**config.mk**
```make
export PLATFORM = sky130hd
export DESIGN_NAME = totp_generate_verify_unit
export DESIGN_NICKNAME = d
export VERILOG_FILES = /design/src/rtl/totp_pkg.sv /design/src/rtl/totp_generate_verify_unit.sv
export SDC_FILE = /design/constraint.sdc
export NUM_CORES = 2
export LEC_CHECK = 0
export ABC_CLOCK_PERIOD_IN_PS = 30800
export BUFFER_PORTS_ARGS = -buffer_cell sky130_fd_sc_hd__buf_2
export CAP_MARGIN = 10
export CELL_PAD_IN_SITES_DETAIL_PLACEMENT = 1
export CELL_PAD_IN_SITES_GLOBAL_PLACEMENT = 2
export CORE_MARGIN = 2
export CORE_UTILIZATION = 40
export CTS_BUF_LIST = sky130_fd_sc_hd__clkbuf_8
export DETAILED_ROUTE_END_ITERATION = 6
export PLACE_DENSITY = 0.87
export SLEW_MARGIN = 40
export SYNTH_ARGS = -nofsm -noshare
export SYNTH_HDL_FRONTEND = slang
export SYNTH_SLANG_ARGS = --single-unit
```
**constraint.sdc**
```tcl
create_clock -name clk -period 30.8 [get_ports clk]
set_input_delay 1.54 -clock clk [delete_from_list [all_inputs] [get_ports clk]]
set_output_delay 1.54 -clock clk [all_outputs]
set_load 0.1 [all_outputs]
```
**src/rtl/totp_pkg.sv**
```systemverilog
// Shared types, constants and SHA-1 helpers for the TOTP generate/verify unit.
// No dependencies.
`default_nettype none
package totp_pkg;

  typedef struct packed {
    logic [63:0] unix_seconds;
    logic [29:0] user_code;
  } totp_in_t;

  typedef struct packed {
    logic [29:0] current_code;
    logic        code_matched;
    logic        key_too_short;
  } totp_out_t;

  typedef enum logic [3:0] {
    ST_IDLE, ST_DIV, ST_LOAD, ST_HASH, ST_ADD, ST_TRUNC, ST_MOD, ST_CMP, ST_DONE
  } totp_state_t;

  // Which compression the shared SHA-1 round unit is running
  typedef enum logic [1:0] {
    JOB_KEYI, JOB_KEYO, JOB_INNER, JOB_OUTER
  } totp_job_t;

  localparam logic [2:0] REG_KEY0   = 3'd0;
  localparam logic [2:0] REG_KEY1   = 3'd1;
  localparam logic [2:0] REG_KEY2   = 3'd2;
  localparam logic [2:0] REG_KEY3   = 3'd3;
  localparam logic [2:0] REG_KEYLEN = 3'd4;
  localparam logic [2:0] REG_DIGITS = 3'd5;
  localparam logic [2:0] REG_WINDOW = 3'd6;

  localparam logic [5:0]   MIN_KEY_BYTES = 6'd16;
  localparam logic [159:0] SHA1_H0 =
    160'h67452301_EFCDAB89_98BADCFE_10325476_C3D2E1F0;
  localparam logic [7:0]   IPAD = 8'h36;
  localparam logic [7:0]   OPAD = 8'h5C;
  localparam logic [63:0]  INNER_BITS = 64'd576;
  localparam logic [63:0]  OUTER_BITS = 64'd672;

  function automatic logic [29:0] pow_ten(input logic [3:0] d);
    logic [29:0] p;
    unique case (d)
      4'd0:    p = 30'd1;
      4'd1:    p = 30'd10;
      4'd2:    p = 30'd100;
      4'd3:    p = 30'd1000;
      4'd4:    p = 30'd10000;
      4'd5:    p = 30'd100000;
      4'd6:    p = 30'd1000000;
      4'd7:    p = 30'd10000000;
      4'd8:    p = 30'd100000000;
      default: p = 30'd1000000000;
    endcase
    return p;
  endfunction

  // One SHA-1 round on {a,b,c,d,e}
  function automatic logic [159:0] sha1_round(input logic [159:0] s,
                                              input logic [31:0] wt,
                                              input logic [6:0] rnd);
    logic [31:0] a, b, c, d, e, f, k, t;
    a = s[159:128]; b = s[127:96]; c = s[95:64]; d = s[63:32]; e = s[31:0];
    if (rnd < 7'd20) begin
      f = (b & c) | (~b & d); k = 32'h5A827999;
    end else if (rnd < 7'd40) begin
      f = b ^ c ^ d; k = 32'h6ED9EBA1;
    end else if (rnd < 7'd60) begin
      f = (b & c) | (b & d) | (c & d); k = 32'h8F1BBCDC;
    end else begin
      f = b ^ c ^ d; k = 32'hCA62C1D6;
    end
    t = {a[26:0], a[31:27]} + f + e + k + wt;
    return {t, a, {b[1:0], b[31:2]}, c, d};
  endfunction

endpackage
`default_nettype wire

```
**src/rtl/totp_generate_verify_unit.sv**
```systemverilog
// Top level of the TOTP (HMAC-SHA1) generate/verify unit.
// Depends on totp_pkg.
`default_nettype none
// Usage: write the key, key length, digit count and window through the
// cfg_we/cfg_index/cfg_data port while the unit is idle. Issue a command word
// (time in seconds and the user's code) by raising start while busy is low.
// busy stays high until the result word appears on result with done high for
// exactly one cycle; the receiver cannot stall, so take it in that cycle.
// Sequence: a short key goes straight to the result. Otherwise the time is
// divided by the step (long division, one 16-bit digit at a time), then come
// two key-pad compressions, then for each of 2*window+1 steps two
// compressions, a truncate, a modulo and a compare, all on one SHA-1 round
// unit at one round per cycle. The SHA-1 round unit sets the rate.
// Reset returns the unit to idle and loads the register defaults: key zero,
// key length 0, six digits, window 1.
module totp_generate_verify_unit #(
  parameter int MAX_KEY_BYTES = 32,
  parameter int MAX_WINDOW    = 7,
  parameter int STEP_SECONDS  = 30
) (
  input  wire                    clk,
  input  wire                    rst,
  input  wire                    start,
  output logic                   busy,
  input  wire totp_pkg::totp_in_t cmd,
  output logic                   done,
  output totp_pkg::totp_out_t    result,
  input  wire                    cfg_we,
  input  wire  [2:0]             cfg_index,
  input  wire  [63:0]            cfg_data
);

  // reciprocal of the step, exact for every 28-bit partial dividend
  localparam int STEP_BITS = $clog2(STEP_SECONDS);
  localparam int RSH = 28 + STEP_BITS;
  localparam logic [63:0] RECIP_FULL =
    ((64'd1 << RSH) + 64'(STEP_SECONDS) - 64'd1) / 64'(STEP_SECONDS);
  localparam logic [28:0] RECIP = RECIP_FULL[28:0];
  localparam logic [11:0] STEP = 12'(STEP_SECONDS);
  localparam logic [6:0]    KEY_CAP = 7'(MAX_KEY_BYTES);
  localparam logic [3:0]    WIN_CAP = 4'(MAX_WINDOW);

  // configuration
  logic [255:0] key;
  logic [5:0]   key_length;
  logic [3:0]   code_digits;
  logic [2:0]   window_steps;

  always_ff @(posedge clk) begin
    if (rst) begin
      key <= '0;
      key_length <= '0;
      code_digits <= 4'd6;
      window_steps <= 3'd1;
    end else if (cfg_we) begin
      unique case (cfg_index)
        totp_pkg::REG_KEY0:   key[255:192] <= cfg_data;
        totp_pkg::REG_KEY1:   key[191:128] <= cfg_data;
        totp_pkg::REG_KEY2:   key[127:64]  <= cfg_data;
        totp_pkg::REG_KEY3:   key[63:0]    <= cfg_data;
        totp_pkg::REG_KEYLEN: key_length   <= cfg_data[5:0];
        totp_pkg::REG_DIGITS: code_digits  <= cfg_data[3:0];
        totp_pkg::REG_WINDOW: window_steps <= cfg_data[2:0];
        default: ;
      endcase
    end
  end

  logic [6:0]  klen;
  logic [3:0]  digits;
  logic [3:0]  win;
  logic [29:0] modulus;

  always_comb begin
    klen = ({1'b0, key_length} > KEY_CAP) ? KEY_CAP : {1'b0, key_length};
    digits = (code_digits > 4'd9) ? 4'd9 : code_digits;
    win = ({1'b0, window_steps} > WIN_CAP) ? WIN_CAP : {1'b0, window_steps};
    modulus = totp_pkg::pow_ten(digits);
  end

  // sequencer and datapath registers
  totp_pkg::totp_state_t state, state_next;
  totp_pkg::totp_job_t   job;
  logic [63:0]  dvd;        // time, then quotient = current counter
  logic [11:0]  drem;
  logic [15:0]  dq;
  logic [6:0]   cnt;
  logic [63:0]  ctr;        // counter under test
  logic [4:0]   idx;
  logic [29:0]  user;
  logic [159:0] hs;         // a..e
  logic [15:0][31:0] wq;    // message schedule window, wq[0] is w[t]
  logic [159:0] istate, ostate, idig, dig;
  logic [30:0]  mdvd;
  logic [30:0]  mrem;
  logic         matched;

  // key block with pad
  logic [511:0] key_blk;
  logic [7:0]   pad;
  always_comb begin
    pad = (job == totp_pkg::JOB_KEYI) ? totp_pkg::IPAD : totp_pkg::OPAD;
    for (int i = 0; i < 32; i++) begin
      if (7'(i) < klen) begin
        key_blk[511-8*i -: 8] = key[255-8*i -: 8] ^ pad;
      end else begin
        key_blk[511-8*i -: 8] = pad;
      end
    end
    for (int i = 32; i < 64; i++) begin
      key_blk[511-8*i -: 8] = pad;
    end
  end

  logic [511:0] blk;
  logic [159:0] hin;
  always_comb begin
    unique case (job)
      totp_pkg::JOB_KEYI, totp_pkg::JOB_KEYO: begin
        blk = key_blk; hin = totp_pkg::SHA1_H0;
      end
      totp_pkg::JOB_INNER: begin
        blk = {ctr, 8'h80, 376'd0, totp_pkg::INNER_BITS}; hin = istate;
      end
      default: begin
        blk = {idig, 8'h80, 280'd0, totp_pkg::OUTER_BITS}; hin = ostate;
      end
    endcase
  end

  logic [159:0] hout;
  always_comb begin
    for (int i = 0; i < 5; i++) begin
      hout[159-32*i -: 32] = hin[159-32*i -: 32] + hs[159-32*i -: 32];
    end
  end

  logic [27:0]   dx;
  logic [56:0]   dprod;
  logic [27:0]   dqs;
  logic [30:0]   msh;
  logic [31:0]   wnew;
  logic [319:0]  dshift;
  logic [30:0]   bin;
  always_comb begin
    dx = {drem, dvd[63:48]};
    dprod = 57'(dx) * 57'(RECIP);
    dqs = 28'(dq) * 28'(STEP);
    msh = {mrem[29:0], mdvd[30]};
    wnew = wq[13] ^ wq[8] ^ wq[2] ^ wq[0];
    wnew = {wnew[30:0], wnew[31]};
    dshift = {dig, 160'd0} << {dig[3:0], 3'b000};
    bin = dshift[318:288];
  end

  always_comb begin
    state_next = state;
    unique case (state)
      totp_pkg::ST_IDLE:
        if (start) begin
          state_next = (key_length < totp_pkg::MIN_KEY_BYTES) ? totp_pkg::ST_DONE
                                                               : totp_pkg::ST_DIV;
        end
      totp_pkg::ST_DIV:   if (cnt == 7'd7) state_next = totp_pkg::ST_LOAD;
      totp_pkg::ST_LOAD:  state_next = totp_pkg::ST_HASH;
      totp_pkg::ST_HASH:  if (cnt == 7'd79) state_next = totp_pkg::ST_ADD;
      totp_pkg::ST_ADD:
        state_next = (job == totp_pkg::JOB_OUTER) ? totp_pkg::ST_TRUNC : totp_pkg::ST_LOAD;
      totp_pkg::ST_TRUNC: state_next = totp_pkg::ST_MOD;
      totp_pkg::ST_MOD:   if (cnt == 7'd30) state_next = totp_pkg::ST_CMP;
      totp_pkg::ST_CMP:
        state_next = (idx == {win, 1'b0}) ? totp_pkg::ST_DONE : totp_pkg::ST_LOAD;
      totp_pkg::ST_DONE:  state_next = totp_pkg::ST_IDLE;
      default:            state_next = totp_pkg::ST_IDLE;
    endcase
  end

  always_comb begin
    busy = (state != totp_pkg::ST_IDLE);
    done = (state == totp_pkg::ST_DONE);
  end

  always_ff @(posedge clk) begin
    if (rst) begin
      state <= totp_pkg::ST_IDLE;
    end else begin
      state <= state_next;
    end
  end

  always_ff @(posedge clk) begin
    unique case (state)
      totp_pkg::ST_IDLE: begin
        dvd <= cmd.unix_seconds;
        user <= cmd.user_code;
        drem <= '0;
        cnt <= '0;
        job <= totp_pkg::JOB_KEYI;
        matched <= 1'b0;
        result <= {30'd0, 1'b0, (key_length < totp_pkg::MIN_KEY_BYTES)};
      end
      totp_pkg::ST_DIV: begin
        // long division by the step, one 16-bit digit at a time:
        // estimate the digit by reciprocal multiply, then subtract
        if (!cnt[0]) begin
          dq <= dprod[RSH +: 16];
        end else begin
          drem <= dx[11:0] - dqs[11:0];
          dvd <= {dvd[47:0], dq};
        end
        cnt <= cnt + 7'd1;
      end
      totp_pkg::ST_LOAD: begin
        hs <= hin;
        for (int i = 0; i < 16; i++) wq[i] <= blk[511-32*i -: 32];
        cnt <= '0;
      end
      totp_pkg::ST_HASH: begin
        hs <= totp_pkg::sha1_round(hs, wq[0], cnt);
        for (int i = 0; i < 15; i++) wq[i] <= wq[i+1];
        wq[15] <= wnew;
        cnt <= cnt + 7'd1;
      end
      totp_pkg::ST_ADD: begin
        unique case (job)
          totp_pkg::JOB_KEYI: begin
            istate <= hout; job <= totp_pkg::JOB_KEYO;
          end
          totp_pkg::JOB_KEYO: begin
            ostate <= hout; job <= totp_pkg::JOB_INNER;
            ctr <= dvd - {60'd0, win};
            idx <= '0;
          end
          totp_pkg::JOB_INNER: begin
            idig <= hout; job <= totp_pkg::JOB_OUTER;
          end
          default: dig <= hout;
        endcase
      end
      totp_pkg::ST_TRUNC: begin
        mdvd <= bin;
        mrem <= '0;
        cnt <= '0;
      end
      totp_pkg::ST_MOD: begin
        // restoring remainder by ten to the digits
        if (msh >= {1'b0, modulus}) begin
          mrem <= msh - {1'b0, modulus};
        end else begin
          mrem <= msh;
        end
        mdvd <= {mdvd[29:0], 1'b0};
        cnt <= cnt + 7'd1;
      end
      totp_pkg::ST_CMP: begin
        if (mrem[29:0] == user) matched <= 1'b1;
        // the running match lands in the result; the last step leaves it final
        result <= {(ctr == dvd) ? mrem[29:0] : result.current_code,
                   matched || (mrem[29:0] == user), 1'b0};
        ctr <= ctr + 64'd1;
        idx <= idx + 5'd1;
        job <= totp_pkg::JOB_INNER;
      end
      default: ;
    endcase
  end

`ifndef SYNTHESIS
  a_done_one_cycle: assert property (@(posedge clk) disable iff (rst)
    done |=> !done) else $error("result strobe held");
  a_short_key_result: assert property (@(posedge clk) disable iff (rst)
    (done && result.key_too_short) |-> (result.current_code == '0 && !result.code_matched))
    else $error("short key gave a code");
  a_round_bound: assert property (@(posedge clk) disable iff (rst)
    (state == totp_pkg::ST_HASH) |-> (cnt < 7'd80)) else $error("round overrun");
  a_mod_range: assert property (@(posedge clk) disable iff (rst)
    (state == totp_pkg::ST_CMP) |-> (mrem < {1'b0, modulus})) else $error("bad remainder");
`endif

endmodule
`default_nettype wire

```
After elaboration in Yosys (flattened, before gate mapping):

Memory sizes are Yosys's and may differ from the RTL's.
Index checks and enable logic that the tools add are counted.

* register bits after elaboration: 1879
* bits in read-only memories: 480
* word-level logic and storage cells: 287
* memories kept: 1

Memory list
* (name not given): words 16, bits a word 30, rd ports 1, clocked after Yosys merged registers in 0, wr ports 0, RTL line totp_pkg.sv:44 `unique case (d)`

* $add $sub $neg: 15
* multiply operators: 2
* magnitude comparators: 39
* equal/unequal tests: 32
* shifts and indexed selects: 1
* mux-type cells: 73
* bitwise gates (word level): 47
* reduce and logical (&&, ||, !) cells: 34

Operators by type and width (number)
* 512-bit one-hot mux with 2 select lines: 2
* 160-bit one-hot mux with 2 select lines: 2
* 320-bit by 7-bit << shifter with 319-bit output: 1
* 32-bit adder: 9
* 8-bit two-way mux: 32
* 64-bit one-hot mux with 2 select lines: 2
* 8-bit by 7-bit XOR with 8-bit output: 32
* 32-bit two-way mux: 7
* 32-bit XOR: 5
* 32-bit AND: 4
* 64-bit two-way mux: 2
* 5-bit by 6-bit < comparator with 1-bit output (first input constant): 16
* 32-bit OR: 3
* 64-bit by 1-bit adder with 64-bit output (second input constant): 1
* 64-bit == test: 1
* 32-bit one-hot mux with 2 select lines: 1
* 64-bit by 3-bit subtractor with 64-bit output: 1
* 31-bit one-hot mux with 2 select lines: 1
* 30-bit two-way mux: 2
* 30-bit one-hot mux with 2 select lines: 1
* 4-bit by 6-bit < comparator with 1-bit output (first input constant): 8
* 28-bit by 28-bit multiplier with 48-bit output (second input constant): 1
* 2-bit AND reduction: 17
* 32-bit inverter: 1
* other kinds (56): 91

Longest topological paths before layout:

* depth after elaboration: 12
* gate-level depth with buffers: 25

Worst setup path after synthesis:

No wires, ideal clock.

* kind: reg-to-reg
* from: register state[3]
* to: register hs[0], enable pin
* arrival: 28304 ps
* path slack: 773 ps
* stages on the path, launching flop included: 3
* path buffers: 1
* cell sequence: dfxtp_1 -> clkbuf_1 -> nor2_1

* word-level cells in the longest chain between the ends: 2
* elaborated cells on any way between the ends: 3
* those cells by class: eq/ne: 2; reduce/logical: 1

Ends and longest elaborated chain
* start, declared: RTL line totp_generate_verify_unit.sv:82 `totp_pkg::totp_state_t state, state_next;`
* start signal, assigned: RTL line totp_generate_verify_unit.sv:185 `state <= totp_pkg::ST_IDLE;`
* start signal, assigned: RTL line totp_generate_verify_unit.sv:187 `state <= state_next;`
* 4-bit by 2-bit == test with 1-bit output: RTL line totp_generate_verify_unit.sv:192 `unique case (state)`
* 2-bit nonzero test (no source line) *
* end signal, assigned: RTL line totp_generate_verify_unit.sv:214 `hs <= hin;`
* end signal, assigned: RTL line totp_generate_verify_unit.sv:219 `hs <= totp_pkg::sha1_round(hs, wq[0], cnt);`
* end, declared: RTL line totp_generate_verify_unit.sv:91 `logic [159:0] hs;`

Mark *: on every way between the ends. The rest lies on a longest branch, timed or not.
A chain may end at the register's enable or synchronous reset.

Worst setup path after layout:

* from: register cnt[2]
* to: register hs[157] (data pin)

* word-level cells in the longest chain between the ends: 10
* elaborated cells on any way between the ends: 16
* those cells by class: add/sub: 4; order compare: 3; mux: 9

Ends and longest elaborated chain
* start, declared: RTL line totp_generate_verify_unit.sv:87 `logic [6:0] cnt;`
* start signal, assigned: RTL line totp_generate_verify_unit.sv:211 `cnt <= cnt + 7'd1;`
* start signal, assigned: RTL line totp_generate_verify_unit.sv:222 `cnt <= cnt + 7'd1;`
* start signal, assigned: RTL line totp_generate_verify_unit.sv:253 `cnt <= cnt + 7'd1;`
* 7-bit by 6-bit < comparator with 1-bit output: RTL line totp_pkg.sv:69 `end else if (rnd < 7'd60) begin`
* 32-bit two-way mux: RTL line totp_pkg.sv:69
* 32-bit two-way mux: RTL line totp_pkg.sv:67 `end else if (rnd < 7'd40) begin`
* 32-bit two-way mux: RTL line totp_pkg.sv:65 `if (rnd < 7'd20) begin`
* 32-bit two-way mux: RTL line totp_generate_verify_unit.sv:192
* 32-bit adder (2 in a row): RTL line totp_pkg.sv:74 `t = {a[26:0], a[31:27]} + f + e + k + wt;`
* 32-bit adder * (2 in a row): RTL line totp_pkg.sv:74
* 160-bit one-hot mux with 2 select lines *: RTL line totp_generate_verify_unit.sv:192

Mark *: on every way between the ends. The rest lies on a longest branch, timed or not. The select of a mux whose other input is x is not followed.

==> impl_metrics.tcl <==
set metrics [dict create \
    status "finished, violations left" \
    violations "design-rule violations" \
    dieArea_um2 259000 \
    ioPinCount 199 \
    dp_hpwl_um 287000 \
    routed_wl_um 395000 \
    stdcell_area_um2 114000 \
    dp.cells 12400 \
    yosysTopAreaCell "edfxtp_1" \
    powerDensity_nw_per_um2 74.7 \
    async_reset_ff_share_pct 0 \
    period_share_pct 25.3 \
    arrival_ns 8.59 \
    utilization_pct 44.9 \
    yosysUniqueCellTypes 82 \
    die_x_um 509 \
    relSlewSlack_pct 28.9 \
    cts_buffer_depth 4 \
    cts_root_buf "clkbuf_8" \
    dieHeight_um 509 \
    yosysSeqAreaShare_pct 52.4 \
    drtAntennaViolNets 0 \
    hold_ws_ns 0.456 \
    setup_slack_ns 23.02 \
    grt_max_degree 161 \
    vias 78100 \
    fmax_mhz 129 \
    yosysMostFrequentCell "nand2_1" \
    synthTopCellsByCount "nand2_1 (1,641), edfxtp_1 (1,601), a21oi_1 (943), inv_1 (541)" \
    row_count 185 \
    ys_warn_count 0 \
    setup_viol 0 \
    rsz0062_at_grt "false" \
    drive_above_1_share_pct 11.8 \
    initialDrtViolationCount 9993 \
    post-place-ws_ns 23.09 \
    viasPerCell 5.98 \
    path_max_fanout 22 \
    clock_latency_ns 1.13 \
    hold_buffers 0 \
    final_cells 13100 \
    syn-num-nets 10100 \
    worst_slew_pin_slew_ns 1.06 \
    antenna_found_initial 37 \
    min_period_ns 7.78 \
    track_usage_pct 29.9 \
    drc 2 \
    skew_ns 0.0991 \
    reg2reg_to "hs[157]" \
    cellLeakagePower_nw 43.1 \
    synth.area.top_cells "edfxtp_1 (47%), nand2_1 (6.0%), dfxtp_1 (5.3%), ha_1 (5.3%), fa_1 (5.1%)" \
    reg2regPathDepth 24 \
    cts_tree "yes" \
    ir_drop_v 0.0000987 \
    crit_required_ns 31.61 \
    final.setup.tns_ns 0 \
    ys_ff_latch 1874 \
    place_area_um2 107000 \
    synth_edf_count 1601 \
    initial_core_util_pct 40.2 \
    grt_pass1_wl_um 564000 \
    endpoint "hs[157]" \
    drt_pre_antenna_iters 7 \
    cts.sinks 1874 \
    synth.top_cell.area_share_pct 47.1 \
    cts_resized 0 \
    avgSynthCellArea_um2 11.1 \
    synth_cells 9225 \
    core_um2 254000 \
    syn-cell-area_um2 102000 \
    drv_cap 0 \
    htreeDepth 5 \
    cts_buffers 342 \
    hp-class "flip-flop to flip-flop" \
    critPathCaptureType "flip-flop" \
    startpoint "cnt[2]" \
    final_nets 10300 \
    critPathKind "flip-flop to flip-flop" \
    finalHoldViolCount 0 \
    port_buffers 198 \
    gp_congestion 0.971 \
    r2r_start "cnt[2]" \
    routedWlPerCell_um 30.2 \
    clk_pin_slew_worst_paths_ns 0.06 \
    final-max-slew-violation-count 0 \
    startpoint_type "flip-flop" \
    r2r_slack_ns 23.02 \
    syn_to_final_growth_pct 11.7 \
    synth_ff_type "edfxtp_1" \
    power_mw 8.53 \
    grt_overflow 0 \
    grt_pass1_vias 79100 \
    cts_setup_buffers 0 \
]
-- registers in the layout, indices dropped and copies added, names as in the netlist, 12 cells and up --
| signal | flops |
|---|---|
| ctr | 64 |
| dig | 155 |
| dq | 16 |
| drem | 12 |
| dvd | 64 |
| hs | 160 |
| idig | 160 |
| istate | 160 |
| key | 256 |
| mdvd | 31 |
| mrem | 30 |
| ostate | 160 |
| result | 32 |
| user | 30 |
| wq | 512 |
-- where the power goes --
group	switching (mW)	internal [mW]	leakage, nW
logic	2.03	1.12	22.5
clock network	1.12	1.21	3.69
registers	0.0748	2.98	17.0
total	3.22	5.31	43.1
-- cell type report --
cell class,instances,area (µm²)
timing repair buffer,326,2400
tap,3366,4210
fill,27200,140000
clock inverter,221,1200
multi-input combinational,6345,45500
clock buffer,376,5170
sequential,1874,53500
antenna,11,27.5
inverter,542,2040
-- critical path, cell delays in order (launching register included) --
cell and delay, ns:
edfxtp_1 0.47, and3_1 0.28, a21oi_1 0.46, inv_1 0.24, or2_2 0.58, nand2_1 0.59, inv_1 0.11, buf_4 0.26
a221o_1 0.34, fa_1 0.48, inv_1 0.05, fa_1 0.51, inv_1 0.06, ha_1 0.23, inv_1 0.08, fa_1 0.20
nor2b_1 0.07, o31a_1 0.29, o311ai_1 0.66, nand4_1 0.31, a31oi_1 0.38, nor2_1 0.13, o41ai_1 0.34, mux2i_1 0.26
nand3_1 0.09
-- logic make-up after synthesis --
| family | count (synthesis) | share of synthesized area, % |
|---|---|---|
| multiplexers | 337 | 4.93 |
| AO/OA/AOI/OAI | 1985 | 11.8 |
| XOR/XNOR | 631 | 5.41 |
| adder cells (fa/ha/maj) | 693 | 10.4 |
| flip-flops | 1874 | 52.4 |
| buffers and inverters | 1006 | 3.70 |
| AND/OR/NAND/NOR | 2699 | 11.4 |
-- layer usage --
metal	global-route usage, %	wire [µm]
met5	0	80
met4	13.6	19900
met3	5.90	39000
met2	44.5	171000
met1	42.3	165000
-- worst min-delay path by stage --
| stage | start | to | slack, ns | cells past startpoint |
|---|---|---|---|---|
| 2_1_floorplan | key[95] | key[95] | 0.43 | 2 |
| 3_3_place_gp | key[96] | key[96] | 0.44 | 2 |
| 3_5_place_dp | key[41] | key[41] | 0.45 | 2 |
| 4_1_cts | key[78] | key[78] | 0.46 | 2 |
| 5_1_grt | key[149] | key[149] | 0.47 | 2 |
| 6_report | key[27] | key[27] | 0.46 | 2 |
-- cell usage in the layout (no fill, tap or decap), types with 80 or more instances in the layout --
cell      Yosys  final
nand2_1    1641   1635
edfxtp_1   1601   1601
a21oi_1     943    939
inv_1       541    652
ha_1        435    432
nor2_1      435    430
clkbuf_8      0    376
o21ai_0     330    327
xnor2_1     338    305
xor2_1      293    280
dfxtp_1     273    273
fa_1        258    258
buf_2         1    197
mux2_2      140    140
a21o_1      134    134
mux4_2      119    119
and2_1      109    103
nand3_1      99     96
and3_1       87     86
a22o_1       80     80
(Power assumes the default switching activity.)
